File: config.mk
export PLATFORM = sky130hd
export DESIGN_NAME = switch_press_classifier_flat
export DESIGN_NICKNAME = d
export VERILOG_FILES = /design/src/design/spc_pkg.sv /design/src/design/spc_if.sv /design/src/design/switch_press_classifier.sv /design/src/flat_wrapper.sv
export SDC_FILE = /design/constraint.sdc
export NUM_CORES = 1
export LEC_CHECK = 0
export BUFFER_PORTS_ARGS = -buffer_cell sky130_fd_sc_hd__clkbuf_2
export CAP_MARGIN = 20
export CORE_AREA = 2 2 145 147
export CTS_BUF_LIST = sky130_fd_sc_hd__clkbuf_8
export CTS_CLUSTER_SIZE = 24
export DETAILED_ROUTE_END_ITERATION = 8
export DIE_AREA = 0 0 147 149
export PLACE_DENSITY_LB_ADDON = 0.3
export SLEW_MARGIN = 10
export SYNTH_ARGS = -nofsm -noshare
export SYNTH_HDL_FRONTEND = slang
export SYNTH_SLANG_ARGS = --single-unit
File: constraint.sdc
create_clock -name clk -period 5.3 [get_ports clk]
set_input_delay 0.265 -clock clk [delete_from_list [all_inputs] [get_ports clk]]
set_output_delay 0.265 -clock clk [all_outputs]
set_load 0.01 [all_outputs]
File: src/design/spc_pkg.sv
// shared constants and types for the switch press classifier
`timescale 1ns / 1ps

package spc_pkg;

  localparam int unsigned TIME_W  = 32;
  localparam int unsigned EVENT_W = 2;
  localparam int unsigned CFG_IDX_W = 2;

  typedef logic [TIME_W-1:0]    time_ms_t;
  typedef logic [EVENT_W-1:0]   event_code_t;
  typedef logic [CFG_IDX_W-1:0] cfg_idx_t;

  // result event codes
  localparam event_code_t EV_NONE  = 2'd0;
  localparam event_code_t EV_FIRST = 2'd1;
  localparam event_code_t EV_LONG  = 2'd2;
  localparam event_code_t EV_SHORT = 2'd3;

  // register indexes
  localparam cfg_idx_t CFG_STARTUP_WINDOW = 2'd0;
  localparam cfg_idx_t CFG_FIRST_HOLD     = 2'd1;
  localparam cfg_idx_t CFG_LONG_PRESS     = 2'd2;

  // register reset values
  localparam time_ms_t STARTUP_WINDOW_RST = 32'd2000;
  localparam time_ms_t FIRST_HOLD_RST     = 32'd50;
  localparam time_ms_t LONG_PRESS_RST     = 32'd1000;

endpackage

File: src/design/spc_if.sv
// valid/ready channel interfaces for the switch press classifier
`timescale 1ns / 1ps

interface spc_in_if
  import spc_pkg::*;
();
  logic     valid;
  logic     ready;
  logic     pressed;
  time_ms_t now_ms;

  modport source (output valid, output pressed, output now_ms, input ready);
  modport sink   (input valid, input pressed, input now_ms, output ready);
endinterface

interface spc_out_if
  import spc_pkg::*;
();
  logic        valid;
  logic        ready;
  event_code_t event_res;
  logic        hold_latch;
  logic        startup_done;
  logic        first_pending;

  modport source (output valid, output event_res, output hold_latch, output startup_done,
                  output first_pending, input ready);
  modport sink   (input valid, input event_res, input hold_latch, input startup_done,
                  input first_pending, output ready);
endinterface

File: src/design/switch_press_classifier.sv
// switch press classifier top level: first, long and short press events
`timescale 1ns / 1ps
//
//  channel  dir  beat contents                                   handshake
//  in_ch    in   pressed, now_ms                                 valid/ready
//  out_ch   out  event_res, hold_latch, startup_done, first_pending valid/ready
//  cfg_*    in   cfg_idx, cfg_wdata                              cfg_we, no wait
//
//  one input beat per cycle while out_ch is ready; each beat gives one result
//  beat (input register, then classify into result register)
//  the per-beat path is one 32-bit held-time subtract and three 32-bit compares
//  rst_n is synchronous, active low: clears press state, flags and both stages
//  a stalled result holds the result register; the input register still takes a
//  beat, so the input side stops only when both stages are full

module switch_press_classifier
  import spc_pkg::*;
(
  input  logic       clk,
  input  logic       rst_n,
  spc_in_if.sink     in_ch,
  spc_out_if.source  out_ch,
  input  logic       cfg_we,
  input  cfg_idx_t   cfg_idx,
  input  time_ms_t   cfg_wdata
);

  // configuration registers
  time_ms_t startup_window_r;
  time_ms_t first_hold_r;
  time_ms_t long_press_r;

  // input stage
  logic     s1_valid_r;
  logic     s1_pressed_r;
  time_ms_t s1_now_r;

  // press tracking state
  logic     startup_over_r;
  logic     first_latched_r;
  logic     first_in_prog_r;
  logic     press_on_r;
  time_ms_t press_start_r;
  logic     long_supp_r;
  logic     long_sent_r;

  // result stage
  logic        out_valid_r;
  event_code_t out_event_r;
  logic        out_latch_r;
  logic        out_startup_r;
  logic        out_pending_r;

  // next values from the classify logic
  logic        startup_over_nxt;
  logic        first_latched_nxt;
  logic        first_in_prog_nxt;
  logic        press_on_nxt;
  time_ms_t    press_start_nxt;
  logic        long_supp_nxt;
  logic        long_sent_nxt;
  event_code_t event_nxt;

  logic     advance;
  logic     press_begin;
  time_ms_t held;

  // stage 1 moves into the result register when the result slot is free
  assign advance     = s1_valid_r && (!out_valid_r || out_ch.ready);
  assign in_ch.ready = !s1_valid_r || advance;

  assign out_ch.valid         = out_valid_r;
  assign out_ch.event_res     = out_event_r;
  assign out_ch.hold_latch    = out_latch_r;
  assign out_ch.startup_done  = out_startup_r;
  assign out_ch.first_pending = out_pending_r;

  always_comb begin
    startup_over_nxt  = startup_over_r || (s1_now_r >= startup_window_r);
    press_begin       = s1_pressed_r && !press_on_r;

    // a new press restarts the timer and decides if it is the first press
    press_start_nxt   = press_begin ? s1_now_r : press_start_r;
    long_supp_nxt     = press_begin ? (!first_latched_r && !startup_over_nxt) : long_supp_r;
    first_in_prog_nxt = press_begin ? long_supp_nxt : first_in_prog_r;
    long_sent_nxt     = press_begin ? 1'b0 : long_sent_r;
    first_latched_nxt = first_latched_r;
    press_on_nxt      = press_on_r;
    event_nxt         = EV_NONE;

    // modulo 2^32 held time; zero on the beat that starts a press
    held = s1_now_r - press_start_nxt;

    if (s1_pressed_r) begin
      press_on_nxt = 1'b1;
      // first press event wins over a long event on the same beat
      if (first_in_prog_nxt && (held >= first_hold_r)) begin
        first_latched_nxt = 1'b1;
        first_in_prog_nxt = 1'b0;
        event_nxt         = EV_FIRST;
      end else if (!long_supp_nxt && !long_sent_nxt && (held >= long_press_r)) begin
        long_sent_nxt = 1'b1;
        event_nxt     = EV_LONG;
      end
    end else if (press_on_r) begin
      // release: the first press never reports here
      press_on_nxt      = 1'b0;
      first_in_prog_nxt = 1'b0;
      if (!long_supp_nxt && !long_sent_nxt && (held >= first_hold_r)) begin
        event_nxt = (held >= long_press_r) ? EV_LONG : EV_SHORT;
      end
    end
  end

  always_ff @(posedge clk) begin
    if (!rst_n) begin
      startup_window_r <= STARTUP_WINDOW_RST;
      first_hold_r     <= FIRST_HOLD_RST;
      long_press_r     <= LONG_PRESS_RST;
      s1_valid_r       <= 1'b0;
      startup_over_r   <= 1'b0;
      first_latched_r  <= 1'b0;
      first_in_prog_r  <= 1'b0;
      press_on_r       <= 1'b0;
      press_start_r    <= '0;
      long_supp_r      <= 1'b0;
      long_sent_r      <= 1'b0;
      out_valid_r      <= 1'b0;
    end else begin
      // register writes; an index past the list is dropped
      if (cfg_we) begin
        case (cfg_idx)
          CFG_STARTUP_WINDOW: startup_window_r <= cfg_wdata;
          CFG_FIRST_HOLD:     first_hold_r     <= cfg_wdata;
          CFG_LONG_PRESS:     long_press_r     <= cfg_wdata;
          default: ;
        endcase
      end

      if (in_ch.valid && in_ch.ready) begin
        s1_valid_r <= 1'b1;
      end else if (advance) begin
        s1_valid_r <= 1'b0;
      end

      if (advance) begin
        startup_over_r  <= startup_over_nxt;
        first_latched_r <= first_latched_nxt;
        first_in_prog_r <= first_in_prog_nxt;
        press_on_r      <= press_on_nxt;
        press_start_r   <= press_start_nxt;
        long_supp_r     <= long_supp_nxt;
        long_sent_r     <= long_sent_nxt;
        out_valid_r     <= 1'b1;
      end else if (out_ch.ready) begin
        out_valid_r <= 1'b0;
      end
    end
  end

  // payload registers, no reset
  always_ff @(posedge clk) begin
    if (in_ch.valid && in_ch.ready) begin
      s1_pressed_r <= in_ch.pressed;
      s1_now_r     <= in_ch.now_ms;
    end
    if (advance) begin
      out_event_r   <= event_nxt;
      out_latch_r   <= first_latched_nxt;
      out_startup_r <= startup_over_nxt;
      out_pending_r <= first_in_prog_nxt;
    end
  end

endmodule

File: src/flat_wrapper.sv
// flat-port wrapper written by rule: the top's interface ports become plain ports
module switch_press_classifier_flat import spc_pkg::*;
  (clk, rst_n, cfg_we, cfg_idx, cfg_wdata, in_ch_valid, in_ch_pressed, in_ch_now_ms, in_ch_ready, out_ch_valid, out_ch_event_res, out_ch_hold_latch, out_ch_startup_done, out_ch_first_pending, out_ch_ready);
  spc_in_if in_ch_i ();
  spc_out_if out_ch_i ();
  input  logic clk;
  input  logic rst_n;
  input  logic cfg_we;
  input  cfg_idx_t cfg_idx;
  input  time_ms_t cfg_wdata;
  input wire logic [$bits(in_ch_i.valid)-1:0] in_ch_valid;
  input wire logic [$bits(in_ch_i.pressed)-1:0] in_ch_pressed;
  input wire logic [$bits(in_ch_i.now_ms)-1:0] in_ch_now_ms;
  output wire logic [$bits(in_ch_i.ready)-1:0] in_ch_ready;
  output wire logic [$bits(out_ch_i.valid)-1:0] out_ch_valid;
  output wire logic [$bits(out_ch_i.event_res)-1:0] out_ch_event_res;
  output wire logic [$bits(out_ch_i.hold_latch)-1:0] out_ch_hold_latch;
  output wire logic [$bits(out_ch_i.startup_done)-1:0] out_ch_startup_done;
  output wire logic [$bits(out_ch_i.first_pending)-1:0] out_ch_first_pending;
  input wire logic [$bits(out_ch_i.ready)-1:0] out_ch_ready;
  assign in_ch_i.valid = in_ch_valid;
  assign in_ch_i.pressed = in_ch_pressed;
  assign in_ch_i.now_ms = in_ch_now_ms;
  assign in_ch_ready = in_ch_i.ready;
  assign out_ch_valid = out_ch_i.valid;
  assign out_ch_event_res = out_ch_i.event_res;
  assign out_ch_hold_latch = out_ch_i.hold_latch;
  assign out_ch_startup_done = out_ch_i.startup_done;
  assign out_ch_first_pending = out_ch_i.first_pending;
  assign out_ch_i.ready = out_ch_ready;
  switch_press_classifier u_core (.clk(clk), .rst_n(rst_n), .in_ch(in_ch_i), .out_ch(out_ch_i), .cfg_we(cfg_we), .cfg_idx(cfg_idx), .cfg_wdata(cfg_wdata));
endmodule
# [Yosys cells after proc, flatten, opt, wreduce, memory -nomap -nowiden]
# Index checks and enable logic that the tools add are counted.
[word_totals] mem_bits_ro=0 mem_bits_rw=0 inputBits=72 out_inout_bits=7 latchBits=0 memories=0 elab_cells=71 reg_bits=174
[op_classes] n_bitwise=0 eq_ne=2 n_reduce_logical=24 n_div=0 n_lt_le_gt_ge=3 shift=0 muxes=23 n_mul=0 addsub=1
[op_table] operator="$ge A32 B32 Y1" count=3
[op_table] operator="$mux W32" count=1
[op_table] operator="$sub A32 B32 Y32" count=1
[op_table] operator="$mux W1" count=17
[op_table] operator="$mux W2" count=5
[op_table] operator="$logic_and A1 B1 Y1" count=8
[op_table] operator="$logic_not A1 Y1" count=7
[op_table] operator="$reduce_and A2 Y1" count=3
[op_table] operator="$reduce_bool A2 Y1" count=2
[op_table] operator="$logic_or A1 B1 Y1" count=3
[op_table] operator="$eq A2 B1 Y1 const B" count=1
[op_table] operator="$eq A2 B2 Y1 const B" count=1
[op_table] operator="$logic_not A2 Y1" count=1

# [Depth between registers and ports, before layout]
# Gate-level depths: netlist (run 1).
[depth] depth_word=11 mapped_depth=27

# [Worst setup path after synthesis (run 1)]
# Ideal clock, no wire load.
[synth_path] path_type="register -> register" start="reg u_core.press_on_r" end="reg u_core.out_event_r[1], in the netlist u_core.out_ch.event_res[1] (data pin)" required_ps=5044 slack_ps=104 stages_incl_launch_ff=25 t_arrival_ps=4940 n_path_buf=3 path_cell_list="dfxtp_1 and2b_4 buf_2 buf_1 mux2i_1 ha_1 clkbuf_1 a21o_1 o21bai_1 a21o_1 a21o_1 a221o_1 a21o_4 a21boi_4 o21ai_2 xor2_1 ha_1 o21a_1 o21ai_0 nand2b_1 a21oi_1 nor3_1 o2bb2ai_1 nor4_1 a31o_2"
[synth_between] elab_chain_len=9 elab_cells_between_ends=20 cone_classes="add/sub: 1; order compare: 2; mux: 9; reduce/logical: 8"
[synth_lines] item="from (decl)" line_no="switch_press_classifier.sv:42" source="logic press_on_r;"
[synth_lines] item="from (signal assigned)" line_no="switch_press_classifier.sv:150" source="press_on_r <= press_on_nxt;"
[synth_lines] item="$logic_not A1 Y1" line_no="switch_press_classifier.sv:80" source="press_begin = s1_pressed_r && !press_on_r;"
[synth_lines] item="$logic_and A1 B1 Y1" line_no="switch_press_classifier.sv:80"
[synth_lines] item="$mux W32 (tied with other cells)" line_no="switch_press_classifier.sv:83" source="press_start_nxt = press_begin ? s1_now_r : press_start_r;"
[synth_lines] item="$sub A32 B32 Y32 / $logic_not A1 Y1 (equally long branches)" line_no="switch_press_classifier.sv:92, switch_press_classifier.sv:101, switch_press_classifier.sv:109"
[synth_lines] item="$ge A32 B32 Y1 (tied with other cells)" line_no="switch_press_classifier.sv:97, switch_press_classifier.sv:109"
[synth_lines] item="$logic_and A1 B1 Y1, on equally long branches" line_no="switch_press_classifier.sv:109, switch_press_classifier.sv:101"
[synth_lines] item="$mux W2, on equally long branches" line_no="switch_press_classifier.sv:109, switch_press_classifier.sv:101"
[synth_lines] item="$mux W2, on equally long branches" line_no="switch_press_classifier.sv:105, switch_press_classifier.sv:97"
[synth_lines] item="$mux W2 *" line_no="switch_press_classifier.sv:94" source="if (s1_pressed_r) begin"
[synth_lines] item="net u_core.event_nxt[1]" line_no="switch_press_classifier.sv:62" source="event_code_t event_nxt;"
[synth_lines] item="to (signal assigned)" line_no="switch_press_classifier.sv:168" source="out_event_r <= event_nxt;"
[synth_lines] item="to (decl)" line_no="switch_press_classifier.sv:49" source="event_code_t out_event_r;"
# The timed path passes the listed nets; every way through them passes the cells marked *.
# A chain may end at the register's enable or synchronous reset.

# [Final worst setup path (run 1)]
[layout_path] start="reg u_core.press_on_r" end="reg u_core.out_event_r[0], in the netlist u_core.out_ch.event_res[0] (data pin)"
[layout_between] elab_chain_len=9 elab_cells_between_ends=19 cone_classes="add/sub: 1; order compare: 2; mux: 9; reduce/logical: 7"
[layout_lines] item="$logic_not A1 Y1" line_no="switch_press_classifier.sv:80"
[layout_lines] item="$logic_and A1 B1 Y1" line_no="switch_press_classifier.sv:80"
[layout_lines] item="$mux W32 (tied with other cells)" line_no="switch_press_classifier.sv:83"
[layout_lines] item="$sub A32 B32 Y32 / $logic_not A1 Y1 (equally long branches)" line_no="switch_press_classifier.sv:92, switch_press_classifier.sv:109"
[layout_lines] item="$ge A32 B32 Y1 (tied with other cells)" line_no="switch_press_classifier.sv:110" source="event_nxt = (held >= long_press_r) ? EV_LONG : EV_SHORT;"
[layout_lines] item="$mux W1 / $logic_and A1 B1 Y1 (equally long branches)" line_no="switch_press_classifier.sv:110, switch_press_classifier.sv:109"
[layout_lines] item="$mux W2" line_no="switch_press_classifier.sv:109" source="if (!long_supp_nxt && !long_sent_nxt && (held >= first_hold_r)) begin"
[layout_lines] item="$mux W2" line_no="switch_press_classifier.sv:105" source="end else if (press_on_r) begin"
[layout_lines] item="$mux W2 *" line_no="switch_press_classifier.sv:94"
[layout_lines] item="net u_core.event_nxt[0]" line_no="switch_press_classifier.sv:62"
# Marks and branches as above.

==> results.yml, run 1 <==
global_route:
  grt_pass1_wl_um: 43040
  grt_pass1_vias: 8649
  met2_usage: 0.4502
  use_met3: 0.03945
  grt_busiest_layer: "met2"
  grt_start_max_net_pins: 84
  grt_usage: 0.2490
  overflow: 0
  use_met1: 0.2966
  grt_antenna_before_repair: 0
pwr:
  p_sw_mw: 1.136
  power.share.combinational: 0.296
  p_sw_frac: 0.3205
  power_density_nw_per_um2: 294.1
  internal-power_mw: 2.408
  leakage_nw: 5.086
  seq_power_share: 0.414
  vdd_ir_drop_max_uv: 172.8
  pwr-share-clk: 0.290
finish:
  n_antenna_cell: 0
  final_cell_mix: "nand2_1, dfxtp_1, ha_1"
  final_common_cell: "nand2_1"
  final_nets: 1517
  num-fill-cells: 1886
  area_growth_pct: 14.01
  drive_above_1_share: 0.1130
  fin_area_um2: 12050
logic_synthesis:
  ys.flop_type: "dfxtp_1"
  synth_area_um2: 10570
  synth_nets: 1417
  synth_top_area_share: 0.2576
  synth_edf_count: 38
  seq_area_frac_synth: 0.3656
  synthCells: 1223
  yosys_warnings: 0
  avgSynthCellArea_um2: 8.642
  synth_area_leaders: "dfxtp_1, ha_1, edfxtp_1"
  yosysTopAreaCell: "dfxtp_1"
  synth.distinct_cells: 67
  synth-seq-cells: 174
  async_flop_share: 0
run:
  maxCapViolCount: 0
floorplan:
  die_y_um: 149
  die_x_um: 147
  initial_core_util: 0.5141
  rows: 53
  num_io_pins: 79
  die-area_um2: 21900
  core-area_um2: 20560
routing:
  final_antenna_net_count: 0
  vias: 8848
  viasPerCell: 5.492
  route.detailed.drc: 0
  wire_per_inst_um: 16.62
  first_pass_iters: 5
  wl_um: 26780
  dr.first_iter.drc_count: 432
timing:
  fin_skew_ns: 0.01540
  fin_crit_sh: 0.9346
  worst_pin_slew_ns: 0.9770
  relSlewSlack: 0.3477
  hold_viol: 0
  fin_setup_tns_ns: 0
  rsz0062_at_grt: "false"
  finalMaxSlewViolations: 0
  setup_viol: 0
  period_minus_slack_ns: 4.954
  clock.fmax_mhz: 201.9
worst_setup_path:
  critPathKind: "reg2reg"
  rr_worst_depth: 21
  worstPathRequired_ns: 5.52
  arrival_ns: 5.18
  critPathMaxFanout: 16
  worst_setup_path_end_kind: "flop"
  start_kind: "flop"
hold_path:
  hp-class: "in2reg"
  hold_depth: 3
cts:
  clk_latency_ns: 0.48
  max-clock-path-buffers: 2
  cts_tree: "yes"
  htree_levels: 4
  clockRootBuffer: "clkbuf_8"
  cts_inserted_buffers: 17
  path_clk_slew_ns: 0.09
  cts.sinks: 174
placed_design:
  place_area_um2: 11230
  hpwl_um: 20050
  placement.io_buffers: 78
  gp_congestion: 0.9115
outcome:
  status: "completed"
-- logic make-up after synthesis --
group	count (synthesis)	synth area share
compound gates	341	0.2313
flops	174	0.3656
buf+inv	152	0.05517
fa+ha+maj	122	0.1444
xor+xnor	31	0.02569
simple gates	379	0.1551
mux	24	0.02273
-- worst paths after layout --
| check | start | endpoint | slack [ns] |
|---|---|---|---|
| min reg2reg | u_core.first_hold_r[31]$_SDFFE_PN0P_ | u_core.first_hold_r[31]$_SDFFE_PN0P_ | 0.47 |
| max reg2reg | u_core.press_on_r$_SDFFE_PN0P_ | u_core.out_ch.event_res[0]$_DFFE_PP_ | 0.35 |
| max | u_core.press_on_r$_SDFFE_PN0P_ | u_core.out_ch.event_res[0]$_DFFE_PP_ | 0.35 |
| min | cfg_wdata[13] | u_core.first_hold_r[13]$_SDFFE_PN0P_ | 0.04 |
-- worst max-delay path, cell delays in order, from the launching register on --
cell	delay [ns]
dfxtp_1	0.39
and2b_4	0.36
buf_4	0.24
mux2i_2	0.27
ha_1	0.32
o21a_1	0.21
o211ai_1	0.16
and2_1	0.19
a31oi_4	0.07
a21o_1	0.20
a21o_1	0.19
a31oi_1	0.20
xnor2_1	0.18
ha_1	0.29
a21oi_1	0.13
o21ai_0	0.13
a211oi_1	0.24
o21ai_0	0.11
nor3_1	0.18
o2bb2ai_2	0.25
nor2_1	0.12
a22o_1	0.25
-- sequential cells by signal, indices dropped and copies added (netlist names) --
signal and count:
u_core.out_ch.valid 1, u_core.out_ch.startup_done 1, u_core.out_ch.event_res 2, u_core.long_sent_r 1, u_core.first_hold_r 32, u_core.s1_pressed_r 1
u_core.out_ch.hold_latch 1, u_core.out_ch.first_pending 1, u_core.long_press_r 32, u_core.startup_over_r 1, u_core.first_latched_r 1, u_core.press_on_r 1
u_core.press_start_r 32, u_core.startup_window_r 32, u_core.s1_now_r 32, u_core.s1_valid_r 1, u_core.first_in_prog_r 1, u_core.long_supp_r 1
-- Yosys cell counts, drive strengths merged (21+ instances only) --
master / number
nand3: 21
dfxtp: 136
nor2: 24
edfxtp: 38
o21ai: 51
ha: 122
a21oi: 58
mux2i: 24
o211a: 25
a21o: 21
a21boi: 96
o211ai: 25
nand2: 262
clkbuf: 40
inv: 102
-- power by group through the flow --
stage	sequential (mW)	combinational, mW	clock (mW)
2_1_floorplan	1.48	0.730	0
3_3_place_gp	1.49	0.995	0
3_5_place_dp	1.50	1.01	0
4_1_cts	1.47	1.03	1.05
5_1_grt	1.47	1.18	1.09
6_report	1.47	1.05	1.03
-- per-stage QoR --
step | total power, mW | setup slack (ns) | hold WS [ns] | std cells | util
final | 3.544 | 0.3465 | 0.03990 | 1611 | 0.5861
after global placement | 2.489 | 0.1633 | 0.4421 | 1542 | 0.5464
after CTS | 3.550 | 0.08494 | 0.01449 | 1607 | 0.5834
after global routing | 3.751 | 0.008040 | 0.03096 | 1611 | 0.5861
after detailed placement | 2.502 | 0.1104 | 0.4436 | 1542 | 0.5464
after floorplan | 2.208 | 0.1039 | 0.3639 | 1223 | -
-- final cells by class --
class / count / area [um^2] / share of cell area
Clock buffer: 19 / 261.5 / 0.02170
Sequential cell: 174 / 3864 / 0.3207
Inverter: 102 / 382.9 / 0.03178
Clock inverter: 13 / 170.2 / 0.01412
Timing Repair Buffer: 131 / 877.1 / 0.07279
Tap cell: 275 / 344.1 / 0.02856
Multi-Input combinational cell: 897 / 6150 / 0.5104
-- repair_timing --
| item | in CTS | in global routing |
|---|---|---|
| hold buffers | 33 | 0 |
| endpoints found under the setup margin | 0 | 6 |
| buffers inserted | 0 | 4 |
| endpoints found under the hold margin | 33 | 0 |
| gates resized for setup | 0 | 6 |
-- per-layer routing --
layer,vias up,wire length [um]
met5,-,0
met4,0,877
met3,46,757
met2,178,13310
met1,4145,11840
li1,4479,-
No activity file was read; power rests on OpenSTA's default activity.
==> inputs of run 2 (changes only) <==
- CTS_BUF_LIST: sky130_fd_sc_hd__clkbuf_8 -> unset
==> run 2 against run 1 <==
  * Critical path depth fell by 3
  * Via count rose by 0.47%
  * Sequential share of layout area is 0.47 points lower
  * Power rose by 8.3%
  * Register-to-register slack got worse by 0.06 ns
  * Critical endpoint unchanged
  * Largest cell class unchanged
  * Highest routed layer unchanged
==> results.yml, run 2 (synthesis results as in run 1) <==
outcome:
  status: "completed"
timing:
  period_minus_slack_ns: 5.010
  worst_pin_slew_ns: 0.9658
  relSlewSlack: 0.3552
  fin_crit_sh: 0.9452
  rsz0062_at_grt: "false"
  clock.fmax_mhz: 199.6
  hold_viol: 0
  fin_setup_tns_ns: 0
  finalMaxSlewViolations: 0
  fin_skew_ns: 0.01101
  hold-worst-slack_ns: 0.01953
  setup_viol: 0
worst_setup_path:
  critPathKind: "reg2reg"
  rr_worst_depth: 18
  crit_path_top_delay_cell: "a2111oi_1"
  worstPathRequired_ns: 5.48
  cp-endpoint: "u_core.out_ch.event_res[0]$_DFFE_PP_"
  max_stage_delay_ns: 0.50
  worst_setup_path_end_kind: "flop"
  worst_r2r_startpoint: "u_core.press_on_r$_SDFFE_PN0P_"
  reg2reg_slack_ns: 0.29
  path_cells: "and2b_4 > buf_6 > mux2i_2 > ha_1 > a21oi_1 > o21ai_0 > a41oi_2 > o21ai_2 > a31o_2 > a211oi_2 > xnor2_1 > ha_1 > a2111oi_1 > a21oi_1 > nor3_1 > o2bb2ai_2 > nor2_1 > a22o_1"
  critPathLaunch: "u_core.press_on_r$_SDFFE_PN0P_"
  timing.rr.end: "u_core.out_ch.event_res[0]$_DFFE_PP_"
  arrival_ns: 5.19
  critPathMaxFanout: 16
  start_kind: "flop"
routing:
  viasPerCell: 5.522
  vias: 8890
  first_pass_iters: 5
  final_antenna_net_count: 0
  route.detailed.drc: 0
  dr.first_iter.drc_count: 420
  wire_per_inst_um: 16.84
  wl_um: 27110
placed_design:
  hpwl_um: 20050
  placement.io_buffers: 78
  gp_congestion: 0.9115
finish:
  area_growth_pct: 15.71
  final_common_cell: "nand2_1"
  final_nets: 1516
  num-fill-cells: 1860
  final_cell_mix: "nand2_1, dfxtp_1, ha_1"
  post-route-util: 0.5949
  n_antenna_cell: 0
  drive_above_1_share: 0.1161
pwr:
  leakage_nw: 5.159
  power_density_nw_per_um2: 313.9
  vdd_ir_drop_max_uv: 221.9
floorplan:
  num_io_pins: 79
  rows: 53
  die_y_um: 149
  initial_core_util: 0.5141
  die-area_um2: 21900
  core-area_um2: 20560
  die_x_um: 147
cts:
  cts.sinks: 174
  clk_latency_ns: 0.44
  htree_levels: 4
  max-clock-path-buffers: 2
  path_clk_slew_ns: 0.07
  clockRootBuffer: "clkbuf_16"
  cts_inserted_buffers: 17
  cts_tree: "yes"
hold_path:
  hp-class: "in2reg"
run:
  maxCapViolCount: 0
global_route:
  grt_pass1_wl_um: 43290
  grt_usage: 0.2507
  grt_start_max_net_pins: 84
  grt_pass1_vias: 8634
  grt_antenna_before_repair: 0
  overflow: 0
-- run 2: changes by cell type in the layout (fill, tap and decap cells not counted), sizes merged --
cell / delta
buf: +3
bufinv: -2
clkbuf: +5
dlygate4sd3: -4
inv: -3
-- run 2: layer usage --
metal / wire length, um / up-vias / track usage
li1: - / 4477 / -
met3: 859 / 43 / 0.03547
met5: 0 / - / 0
met2: 13630 / 188 / 0.4589
met1: 11810 / 4182 / 0.2978
met4: 809 / 0 / 0.09808
-- run 2: area by class of cell --
class	count	area, um^2	area share
Tap cell	275	344.1	0.02814
Clock inverter	8	98.84	0.008083
Multi-Input combinational cell	897	6158	0.5036
Sequential cell	174	3864	0.3159
Inverter	102	382.9	0.03131
Clock buffer	24	514.2	0.04205
Timing Repair Buffer	130	867.1	0.07090
-- run 2: per-stage QoR --
stage | area [um^2] | cells | setup WS (ns) | total power, mW
global placement | 11230 | 1542 | 0.1633 | 2.489
detailed placement | 11230 | 1542 | 0.1104 | 2.502
floorplan | 10570 | 1223 | 0.1039 | 2.208
CTS | 12120 | 1601 | 0.06602 | 3.833
finish | 12230 | 1610 | 0.2904 | 3.839
global route | 12230 | 1610 | 0.006432 | 4.039
-- run 2: power breakdown --
part	total (mW)	leakage (nW)	switching [mW]	internal, mW
registers	1.47	1.48	0.0464	1.42
logic	1.06	3.37	0.601	0.457
clock network	1.31	0.306	0.537	0.778
total	3.84	5.16	1.18	2.66
-- run 2: timing repair --
action                     4_1_cts  5_1_grt
resized for setup                0        9
hold endpoints to repair        27        2
hold buffers                    27        2
setup endpoints to repair        0        6
buffers inserted                 0        7
-- run 2: how the worst min path moves through the flow --
stage | start | end | cells after the start
after floorplan | in_ch_now_ms[0] | u_core.s1_now_r[0]$_DFFE_PP_ | 0
after global placement | in_ch_now_ms[23] | u_core.s1_now_r[23]$_DFFE_PP_ | 1
after detailed placement | in_ch_now_ms[18] | u_core.s1_now_r[18]$_DFFE_PP_ | 1
after CTS | in_ch_now_ms[3] | u_core.s1_now_r[3]$_DFFE_PP_ | 1
after global routing | in_ch_pressed | u_core.s1_pressed_r$_DFFE_PP_ | 1
final | in_ch_now_ms[7] | u_core.s1_now_r[7]$_DFFE_PP_ | 1
-- run 2: worst max-delay path: cells and delay by family (launching register included) --
family                   cells  cell delay (ns)
AO/OA/AOI/OAI               10             2.33
flip-flops                   1             0.38
XOR/XNOR                     1             0.20
adder cells (fa/ha/maj)      2             0.64
AND/OR/NAND/NOR              3             0.74
multiplexers                 1             0.26
buffers and inverters        1             0.20
